--- src/hw/rtl/srd_pkg.sv ---
`default_nettype none

package srd_pkg;

  // configuration register indexes
  localparam logic [1:0] CFG_IMAGE_WIDTH  = 2'd0;
  localparam logic [1:0] CFG_IMAGE_HEIGHT = 2'd1;
  localparam logic [1:0] CFG_DATA_LENGTH  = 2'd2;

  localparam logic [15:0] IMAGE_WIDTH_RST  = 16'd640;
  localparam logic [15:0] IMAGE_HEIGHT_RST = 16'd480;
  localparam logic [15:0] DATA_LENGTH_RST  = 16'd0;

  // code bytes
  localparam logic [7:0] CODE_NEWLINE = 8'h00;
  localparam logic [7:0] CODE_END     = 8'h80;
  localparam logic [7:0] CODE_SKIP_LO = 8'h81;
  localparam logic [7:0] CODE_SKIP_HI = 8'hBF;
  localparam logic [7:0] CODE_C0      = 8'hC0;
  localparam logic [7:0] CODE_C1      = 8'hC1;
  localparam logic [7:0] CODE_LIT_LO  = 8'h01;
  localparam logic [7:0] CODE_LIT_HI  = 8'h7F;

  typedef enum logic [2:0] {
    CLS_NEWLINE,
    CLS_END,
    CLS_LITERAL,
    CLS_SKIP,
    CLS_C0,
    CLS_C1,
    CLS_FILL
  } code_class_e;

  typedef struct packed {
    logic [7:0]  data_byte;
    logic        new_sprite;
    code_class_e cls;
  } srd_item_t;

  typedef struct packed {
    logic [15:0] image_width;
    logic [15:0] image_height;
    logic [15:0] data_length;
  } srd_cfg_t;

endpackage

`default_nettype wire

--- src/hw/rtl/srd_front.sv ---
`default_nettype none

module srd_front (
  input  logic              [7:0] data_byte_i,
  input  logic                    new_sprite_i,
  output srd_pkg::srd_item_t      item_o
);
  import srd_pkg::*;

  code_class_e cls;

  always_comb begin
    unique case (data_byte_i) inside
      CODE_NEWLINE:                 cls = CLS_NEWLINE;
      [CODE_LIT_LO:CODE_LIT_HI]:    cls = CLS_LITERAL;
      CODE_END:                     cls = CLS_END;
      [CODE_SKIP_LO:CODE_SKIP_HI]:  cls = CLS_SKIP;
      CODE_C0:                      cls = CLS_C0;
      CODE_C1:                      cls = CLS_C1;
      default:                      cls = CLS_FILL;
    endcase
  end

  assign item_o.data_byte  = data_byte_i;
  assign item_o.new_sprite = new_sprite_i;
  assign item_o.cls        = cls;

endmodule

`default_nettype wire

--- src/hw/rtl/srd_queue.sv ---
`default_nettype none

module srd_queue (
  input  logic                clk_i,
  input  logic                rst_ni,
  input  logic                push_i,
  input  srd_pkg::srd_item_t  push_item_i,
  output logic                full_o,
  input  logic                pop_i,
  output logic                valid_o,
  output srd_pkg::srd_item_t  pop_item_o
);
  import srd_pkg::*;

  srd_item_t  mem_q [2];
  logic       wr_ptr_q, wr_ptr_d;
  logic       rd_ptr_q, rd_ptr_d;
  logic [1:0] count_q, count_d;
  logic       do_push, do_pop;

  assign full_o     = count_q[1];
  assign valid_o    = (count_q != 2'd0);
  assign pop_item_o = mem_q[rd_ptr_q];
  assign do_push    = push_i && !full_o;
  assign do_pop     = pop_i && valid_o;

  always_comb begin
    wr_ptr_d = wr_ptr_q ^ do_push;
    rd_ptr_d = rd_ptr_q ^ do_pop;
    count_d  = count_q + {1'b0, do_push} - {1'b0, do_pop};
  end

  always_ff @(posedge clk_i or negedge rst_ni) begin
    if (!rst_ni) begin
      wr_ptr_q <= 1'b0;
      rd_ptr_q <= 1'b0;
      count_q  <= 2'd0;
    end else begin
      wr_ptr_q <= wr_ptr_d;
      rd_ptr_q <= rd_ptr_d;
      count_q  <= count_d;
    end
  end

  always_ff @(posedge clk_i) begin
    if (do_push) begin
      mem_q[wr_ptr_q] <= push_item_i;
    end
  end

endmodule

`default_nettype wire

--- src/hw/rtl/srd_back.sv ---
`default_nettype none

module srd_back (
  input  logic                clk_i,
  input  logic                rst_ni,
  input  srd_pkg::srd_cfg_t   cfg_i,
  input  logic                item_valid_i,
  input  srd_pkg::srd_item_t  item_i,
  output logic                item_pop_o,
  output logic                out_valid_o,
  input  logic                out_stall_i,
  output logic         [15:0] run_x_o,
  output logic         [15:0] run_y_o,
  output logic          [7:0] run_length_o,
  output logic          [7:0] pixel_colour_o,
  output logic                sprite_done_o,
  output logic                overrun_o
);
  import srd_pkg::*;

  localparam logic [3:0] PH_OPCODE      = 4'd0;
  localparam logic [3:0] PH_HOLD        = 4'd1;
  localparam logic [3:0] PH_LITERAL     = 4'd2;
  localparam logic [3:0] PH_C0_ARG      = 4'd3;
  localparam logic [3:0] PH_C0_EXT      = 4'd4;
  localparam logic [3:0] PH_C1_COUNT    = 4'd5;
  localparam logic [3:0] PH_C1_COLOUR   = 4'd6;
  localparam logic [3:0] PH_FILL_COLOUR = 4'd7;
  localparam logic [3:0] PH_DONE        = 4'd8;

  logic [3:0]  phase_q, phase_d;
  logic [7:0]  held_q, held_d;
  code_class_e held_cls_q, held_cls_d;
  logic [15:0] col_q, col_d;
  logic [15:0] row_q, row_d;
  logic [15:0] bpos_q, bpos_d;
  logic [7:0]  pl_q, pl_d;

  logic        out_valid_q, out_valid_d;
  logic [15:0] ox_q, ox_d, oy_q, oy_d;
  logic [7:0]  olen_q, olen_d, ocol_q, ocol_d;
  logic        odone_q, odone_d, oovr_q, oovr_d;

  logic        slot_free;
  logic        take;

  function automatic logic [15:0] sat_add(input logic [15:0] a, input logic [15:0] b);
    logic [16:0] s;
    s = {1'b0, a} + {1'b0, b};
    return s[16] ? 16'hFFFF : s[15:0];
  endfunction

  assign slot_free  = !out_valid_q || !out_stall_i;
  assign take       = item_valid_i && slot_free;
  assign item_pop_o = take;

  always_comb begin
    logic [7:0]  b;
    logic        hold_drop;
    logic        emit;
    logic [15:0] ex, ey;
    logic [7:0]  elen, ecolour;
    logic        edone, eovr;
    logic        do_run;
    logic [7:0]  run_cnt, run_colour;
    logic [15:0] room;

    b          = item_i.data_byte;
    phase_d    = phase_q;
    held_d     = held_q;
    held_cls_d = held_cls_q;
    col_d      = col_q;
    row_d      = row_q;
    bpos_d     = bpos_q;
    pl_d       = pl_q;
    emit       = 1'b0;
    ex         = col_q;
    ey         = row_q;
    elen       = 8'd0;
    ecolour    = 8'd0;
    edone      = 1'b0;
    eovr       = 1'b0;
    do_run     = 1'b0;
    run_cnt    = 8'd0;
    run_colour = 8'd0;
    room       = 16'd0;
    hold_drop  = 1'b0;

    if (item_i.new_sprite) begin
      col_d      = 16'd0;
      row_d      = 16'd0;
      bpos_d     = 16'd0;
      pl_d       = 8'd0;
      held_d     = 8'd0;
      held_cls_d = CLS_NEWLINE;
      phase_d    = PH_OPCODE;
    end

    if (phase_d == PH_DONE) begin
      // ended sprite, byte dropped
    end else if (bpos_d >= cfg_i.data_length) begin
      emit    = 1'b1;
      ex      = col_d;
      ey      = row_d;
      edone   = 1'b1;
      eovr    = 1'b1;
      phase_d = PH_DONE;
    end else begin
      bpos_d = bpos_d + 16'd1;

      // resolve a held code against this byte
      if (phase_d == PH_HOLD) begin
        hold_drop = (b == CODE_NEWLINE) ||
                    ((b == CODE_END) && (bpos_d == cfg_i.data_length));
        if (hold_drop) begin
          phase_d = PH_OPCODE;
        end else begin
          case (held_cls_q)
            CLS_LITERAL: begin
              pl_d    = held_q;
              phase_d = PH_LITERAL;
            end
            CLS_SKIP: begin
              col_d   = sat_add(col_d, {8'd0, held_q - CODE_END});
              phase_d = PH_OPCODE;
            end
            CLS_C0:   phase_d = PH_C0_ARG;
            CLS_C1:   phase_d = PH_C1_COUNT;
            CLS_FILL: begin
              pl_d    = held_q - CODE_C0;
              phase_d = PH_FILL_COLOUR;
            end
            default:  phase_d = PH_OPCODE;
          endcase
        end
      end

      if (phase_d == PH_OPCODE) begin
        // opcode dispatch
        if (item_i.cls == CLS_NEWLINE) begin
          row_d = sat_add(row_d, 16'd1);
          col_d = 16'd0;
        end else if (item_i.cls == CLS_END) begin
          emit    = 1'b1;
          ex      = col_d;
          ey      = row_d;
          edone   = 1'b1;
          phase_d = PH_DONE;
        end else if ({8'd0, b} <= cfg_i.image_width) begin
          held_d     = b;
          held_cls_d = item_i.cls;
          phase_d    = PH_HOLD;
        end else begin
          case (item_i.cls)
            CLS_LITERAL: begin
              pl_d    = b;
              phase_d = PH_LITERAL;
            end
            CLS_SKIP: col_d   = sat_add(col_d, {8'd0, b - CODE_END});
            CLS_C0:   phase_d = PH_C0_ARG;
            CLS_C1:   phase_d = PH_C1_COUNT;
            CLS_FILL: begin
              pl_d    = b - CODE_C0;
              phase_d = PH_FILL_COLOUR;
            end
            default:  phase_d = PH_OPCODE;
          endcase
        end
      end else begin
        // operand byte
        unique case (phase_d)
          PH_LITERAL: begin
            do_run     = 1'b1;
            run_cnt    = 8'd1;
            run_colour = b;
            if (pl_d != 8'd0) begin
              pl_d = pl_d - 8'd1;
            end
            if (pl_d == 8'd0) begin
              phase_d = PH_OPCODE;
            end
          end
          PH_C0_ARG: begin
            if (b[1:0] == 2'd0) begin
              phase_d = PH_C0_EXT;
            end else begin
              col_d   = sat_add(col_d, {14'd0, b[1:0]});
              phase_d = PH_OPCODE;
            end
          end
          PH_C0_EXT: begin
            col_d   = sat_add(col_d, {8'd0, b});
            phase_d = PH_OPCODE;
          end
          PH_C1_COUNT: begin
            pl_d    = b;
            phase_d = PH_C1_COLOUR;
          end
          PH_C1_COLOUR, PH_FILL_COLOUR: begin
            do_run     = 1'b1;
            run_cnt    = pl_d;
            run_colour = b;
            pl_d       = 8'd0;
            phase_d    = PH_OPCODE;
          end
          default: phase_d = PH_OPCODE;
        endcase
      end

      // clipped run, column moves by the full count
      if (do_run) begin
        room = cfg_i.image_width - col_d;
        if ((run_cnt != 8'd0) && (row_d < cfg_i.image_height) &&
            (col_d < cfg_i.image_width)) begin
          emit    = 1'b1;
          ex      = col_d;
          ey      = row_d;
          elen    = (room < {8'd0, run_cnt}) ? room[7:0] : run_cnt;
          ecolour = run_colour;
        end
        col_d = sat_add(col_d, {8'd0, run_cnt});
      end
    end

    out_valid_d = out_valid_q;
    ox_d        = ox_q;
    oy_d        = oy_q;
    olen_d      = olen_q;
    ocol_d      = ocol_q;
    odone_d     = odone_q;
    oovr_d      = oovr_q;
    if (slot_free) begin
      out_valid_d = take && emit;
      ox_d        = ex;
      oy_d        = ey;
      olen_d      = elen;
      ocol_d      = ecolour;
      odone_d     = edone;
      oovr_d      = eovr;
    end
  end

  always_ff @(posedge clk_i or negedge rst_ni) begin
    if (!rst_ni) begin
      phase_q     <= PH_OPCODE;
      held_q      <= 8'd0;
      held_cls_q  <= CLS_NEWLINE;
      col_q       <= 16'd0;
      row_q       <= 16'd0;
      bpos_q      <= 16'd0;
      pl_q        <= 8'd0;
      out_valid_q <= 1'b0;
    end else begin
      if (take) begin
        phase_q    <= phase_d;
        held_q     <= held_d;
        held_cls_q <= held_cls_d;
        col_q      <= col_d;
        row_q      <= row_d;
        bpos_q     <= bpos_d;
        pl_q       <= pl_d;
      end
      out_valid_q <= out_valid_d;
    end
  end

  always_ff @(posedge clk_i) begin
    ox_q    <= ox_d;
    oy_q    <= oy_d;
    olen_q  <= olen_d;
    ocol_q  <= ocol_d;
    odone_q <= odone_d;
    oovr_q  <= oovr_d;
  end

  assign out_valid_o    = out_valid_q;
  assign run_x_o        = ox_q;
  assign run_y_o        = oy_q;
  assign run_length_o   = olen_q;
  assign pixel_colour_o = ocol_q;
  assign sprite_done_o  = odone_q;
  assign overrun_o      = oovr_q;

endmodule

`default_nettype wire

--- src/hw/rtl/sprite_rle_run_decoder.sv ---
// Run-length sprite decoder: takes one coded byte per beat and gives at most
// one pixel run beat (x, y, length, colour) for it, clipped to the configured
// surface, plus an end beat with sprite_done set (and overrun set when the
// bytes ran past data_length). A byte with new_sprite set restarts position,
// row and byte count before it is decoded. Throughput is one byte per clock
// while the output is not stalled: the back end updates the whole decode state
// for each byte it takes, and a two-entry queue sits between the byte
// classifier and that back end, so a stall on the result side only backs up
// into the input once the queue is full. A result passes through a queue
// entry and then the output register. Configuration must be written only
// while the block is idle; the block itself does not enforce this.
`default_nettype none

module sprite_rle_run_decoder (
  input  logic        clk_i,
  input  logic        rst_ni,

  // configuration write port
  input  logic        cfg_we_i,
  input  logic  [1:0] cfg_index_i,
  input  logic [15:0] cfg_wdata_i,

  // coded byte beats
  input  logic        in_valid_i,
  output logic        in_stall_o,
  input  logic  [7:0] data_byte_i,
  input  logic        new_sprite_i,

  // run beats
  output logic        out_valid_o,
  input  logic        out_stall_i,
  output logic [15:0] run_x_o,
  output logic [15:0] run_y_o,
  output logic  [7:0] run_length_o,
  output logic  [7:0] pixel_colour_o,
  output logic        sprite_done_o,
  output logic        overrun_o
);
  import srd_pkg::*;

  srd_cfg_t  cfg_q;
  srd_item_t front_item;
  srd_item_t queue_item;
  logic      queue_full;
  logic      queue_valid;
  logic      queue_pop;

  // configuration registers, out-of-range indexes are ignored
  always_ff @(posedge clk_i or negedge rst_ni) begin
    if (!rst_ni) begin
      cfg_q.image_width  <= IMAGE_WIDTH_RST;
      cfg_q.image_height <= IMAGE_HEIGHT_RST;
      cfg_q.data_length  <= DATA_LENGTH_RST;
    end else if (cfg_we_i) begin
      case (cfg_index_i)
        CFG_IMAGE_WIDTH:  cfg_q.image_width  <= cfg_wdata_i;
        CFG_IMAGE_HEIGHT: cfg_q.image_height <= cfg_wdata_i;
        CFG_DATA_LENGTH:  cfg_q.data_length  <= cfg_wdata_i;
        default: ;
      endcase
    end
  end

  // front end: classify the code byte on the way in
  srd_front u_front (
    .data_byte_i  (data_byte_i),
    .new_sprite_i (new_sprite_i),
    .item_o       (front_item)
  );

  // decoupling queue, stall only when both entries are taken
  srd_queue u_queue (
    .clk_i       (clk_i),
    .rst_ni      (rst_ni),
    .push_i      (in_valid_i),
    .push_item_i (front_item),
    .full_o      (queue_full),
    .pop_i       (queue_pop),
    .valid_o     (queue_valid),
    .pop_item_o  (queue_item)
  );

  assign in_stall_o = queue_full;

  // back end: decode state, clipping and the output register
  srd_back u_back (
    .clk_i          (clk_i),
    .rst_ni         (rst_ni),
    .cfg_i          (cfg_q),
    .item_valid_i   (queue_valid),
    .item_i         (queue_item),
    .item_pop_o     (queue_pop),
    .out_valid_o    (out_valid_o),
    .out_stall_i    (out_stall_i),
    .run_x_o        (run_x_o),
    .run_y_o        (run_y_o),
    .run_length_o   (run_length_o),
    .pixel_colour_o (pixel_colour_o),
    .sprite_done_o  (sprite_done_o),
    .overrun_o      (overrun_o)
  );

endmodule

`default_nettype wire

--- config.mk ---
export PLATFORM = sky130hd
export DESIGN_NAME = sprite_rle_run_decoder
export DESIGN_NICKNAME = d
export VERILOG_FILES = /design/src/hw/rtl/srd_pkg.sv /design/src/hw/rtl/srd_front.sv /design/src/hw/rtl/srd_queue.sv /design/src/hw/rtl/srd_back.sv /design/src/hw/rtl/sprite_rle_run_decoder.sv
export SDC_FILE = /design/constraint.sdc
export NUM_CORES = 1
export LEC_CHECK = 0
export ABC_AREA = 1
export BUFFER_PORTS_ARGS = -buffer_cell sky130_fd_sc_hd__buf_2
export CORE_MARGIN = 1.5
export CORE_UTILIZATION = 30
export CTS_CLUSTER_DIAMETER = 30
export DETAILED_ROUTE_END_ITERATION = 10
export GPL_TIMING_DRIVEN = 1
export SYNTH_ARGS = -nofsm -noshare
export SYNTH_HDL_FRONTEND = slang
export SYNTH_SLANG_ARGS = --single-unit
--- constraint.sdc ---
create_clock -name clk_i -period 10.75 [get_ports clk_i]
set_input_delay 0.5375 -clock clk_i [delete_from_list [all_inputs] [get_ports clk_i]]
set_output_delay 0.5375 -clock clk_i [all_outputs]
set_load 0.005 [all_outputs]
==> flow_summary.json <==
{
  "cts_buffers": 17,
  "die-height_um": 240,
  "maxSlewViolCount": 0,
  "min_path_type": "in -> async",
  "drt_wl_total_mm": 60.9,
  "core_region_area_um2": 55300,
  "antenna_found_initial": 0,
  "power_leakage_nw": 8.98,
  "ant_nets": 0,
  "grt_util_all_layers_pct": 21.3,
  "arrival_ns": 9.98,
  "dieWidth_um": 240,
  "dp_hpwl_mm": 47.1,
  "fin_area_um2": 18700,
  "crit_path_start_kind": "register",
  "grt_pass1_vias": 15300,
  "drt_iter0_drc": 1665,
  "power.total_w": 0.00604,
  "route.detailed.wl_per_inst_um": 18.6,
  "status": "completed",
  "yosysSeqAreaShare_pct": 31.7,
  "irDropWorstVdd_mv": 0.272,
  "syn-num-nets": 2588,
  "worst-r2r-cell-count": 60,
  "fin_worst_skew_ns": 0.0172,
  "dr.pass1.iters": 5,
  "drive_above_1_share_pct": 11.2,
  "rows": 86,
  "initial_core_util_pct": 30.5,
  "yosysTopAreaCellShare_pct": 17.5,
  "final_cells": 3276,
  "cp-endpoint": "u_back.run_length_o[2]",
  "root_buffer": "clkbuf_16",
  "multi_input_area_um2": 9870,
  "gp_congestion": 1.00,
  "synth.distinct_cells": 62,
  "area_growth_pct": 11.2,
  "fin_nets": 2649,
  "via_count": 16900,
  "path_clk_slew_ns": 0.08,
  "fin_crit_sh_pct": 90.6,
  "cp_data_required_time_ns": 10.99,
  "synth_area_leader_cell": "dfrtp_1",
  "die-area_um2": 57600,
  "final.min_clock_period_ns": 9.74,
  "fin_setup_tns_ns": 0,
  "slowest_stage": "dfrtp_2",
  "pre_cts_slack_ns": 0.576,
  "rr_endpoint": "u_back.run_length_o[2]",
  "syn_area_um2": 16800,
  "cts.htree.levels": 4,
  "boundaryPins": 84,
  "grt_setup_unrepaired": "no",
  "fillers": 6095,
  "r2r_start": "u_queue.rd_ptr_q",
  "p_per_area_nw_per_um2": 322,
  "crit_start": "u_queue.rd_ptr_q",
  "setup_slack_ns": 1.01,
  "placed_cells": 3237,
  "overflow": 0,
  "clockBufferDepth": 2,
  "cts_num_sinks": 198,
  "port_buffers": 83,
  "cts_tree": "done",
  "final_hold_viol_count": 0,
  "cp_common_cell": "inv_1",
  "yosys-top-cells-count": "594 x nand2_1, 334 x inv_1, 272 x o21ai_0",
  "synth.area.top_cells": "dfrtp_1 18%, nand2_1 13%, edfxtp_1 13%",
  "maxCapViolCount": 0,
  "clock_latency_ns": 0.50,
  "worst-setup-path-type": "reg -> reg",
  "grt_pass1_wl_mm": 92.9,
  "postSynthAreaPerCell_um2": 6.87,
  "end_kind": "register",
  "tightestPinTransition_ns": 1.13,
  "yosys_register_bits": 198,
  "setup_viol": 0,
  "r2r_setup_slack_ns": 1.01,
  "regArea_um2": 5330,
  "post_drt_via_cell_ratio": 5.17,
  "ys.flop_type": "dfrtp_1",
  "synth_cells": 2454,
  "path_max_fanout": 14,
  "place_area_um2": 18100,
  "synthArstFlopShare_pct": 62.6,
  "fmax_mhz": 103,
  "drc": 0,
  "synth.most_common_cell": "nand2_1",
  "max-slew-margin-rel_pct": 24.2,
  "yosysWarningCount": 0,
  "synth_edf_count": 74,
  "n_antenna_cell": 0,
  "max_stage_delay_ns": 0.48,
  "grt_max_degree": 69
}
==> critical path: cells and delay by family (launching register included) <==
kind / cells / cell delay (ns)
DFF: 1 / 0.48
adders and majority gates: 6 / 1.67
buffers and inverters: 11 / 1.20
xor gates and xnor gates: 1 / 0.22
and+or+nand+nor: 30 / 3.88
AOI/OAI and AO/OA: 12 / 1.99
==> logic make-up (layout without fill, tap and decap cells) <==
logic type               after synthesis  count (layout)  synth area share, %
AND/OR/NAND/NOR                     1171            1171                 31.4
AO/OA/AOI/OAI                        508             508                 17.0
buffers and inverters                433             507                 10.0
flip-flops                           198             198                 31.7
adder cells (fa/ha/maj)              102             102                 7.75
XOR/XNOR                              42              42                 2.18
==> how the worst min path moves through the flow <==
stage,startpoint,endpoint,slack [ns],cells after the start
3_3_place_gp,u_back.pl_q[4],u_back.pl_q[4],0.46,2
6_report,rst_ni,cfg_q[19],0.005,1
4_1_cts,rst_ni,cfg_q[19],0.006,1
2_1_floorplan,rst_ni,cfg_q[0],0.24,0
5_1_grt,rst_ni,cfg_q[4],0.04,1
3_5_place_dp,u_back.pl_q[6],u_back.pl_q[6],0.47,1
==> routing by layer <==
metal  routed length [um]  vias up  global-route usage, %
met5                    0        -                      0
met4                 1530        0                   7.03
met3                 4570       71                   3.16
met2                26400      629                   32.7
met1                28300     7932                   30.4
li1                     -     8308                      -
==> power by group <==
group	leakage, nW	internal [W]	total (W)	switching, W
sequential	2.32	0.00111	0.00129	0.000187
combinational	6.39	0.00125	0.00409	0.00284
clock	0.269	0.000307	0.000655	0.000348
total	8.98	0.00266	0.00604	0.00338
==> layout make-up <==
type,instances,share of cell area (%)
well taps,748,5.00
inverters,360,7.21
repair buffers,115,3.60
multi-input cells,1823,52.7
flip-flops and latches,198,28.5
clock inverters,14,0.728
clock buffers,18,2.29
==> placed cells by master (no fill, tap or decap), drive strengths merged, types with 7 or more instances in the layout <==
| cell | netlist | layout |
|---|---|---|
| a31oi | 17 | 17 |
| o21ai | 313 | 313 |
| o21bai | 7 | 7 |
| clkbuf | 51 | 18 |
| xnor2 | 14 | 14 |
| inv | 357 | 365 |
| ha | 98 | 98 |
| nand4 | 57 | 57 |
| edfxtp | 74 | 74 |
| nand3 | 190 | 190 |
| o211ai | 32 | 32 |
| a21oi | 84 | 84 |
| nor2 | 252 | 252 |
| nor3 | 29 | 29 |
| buf | 22 | 115 |
| dfrtp | 118 | 118 |
| nand2 | 621 | 621 |
| nor4 | 11 | 11 |
| o22ai | 14 | 14 |
| xor2 | 28 | 28 |
==> through the flow <==
stage                     hold slack (ns)  util (%)
after floorplan                     0.242         -
after global placement              0.464      32.7
after detailed placement            0.472      32.7
after CTS                         0.00648      33.7
after global routing               0.0361      33.9
final                             0.00509      33.9
==> registers in the layout (all words and copies together), names as in the netlist, 2 cells and up <==
name,count
u_back.phase_q,4
cfg_q,48
u_back.held_q,8
u_queue.mem_q,24
u_back.bpos_q,16
u_back.run_x_o,16
u_back.run_y_o,16
u_back.pl_q,8
u_back.row_q,16
u_back.run_length_o,8
u_queue.count_q,2
u_back.pixel_colour_o,8
u_back.col_q,16
u_back.held_cls_q,3
==> timing repair <==
action / CTS / global route
resized for setup: 0 / 7
buffers inserted: 0 / 7
endpoints found under the setup margin: 0 / 8
hold buffers: 0 / 0
endpoints found under the hold margin: 0 / 0
Power figures use the tool's default switching activity.
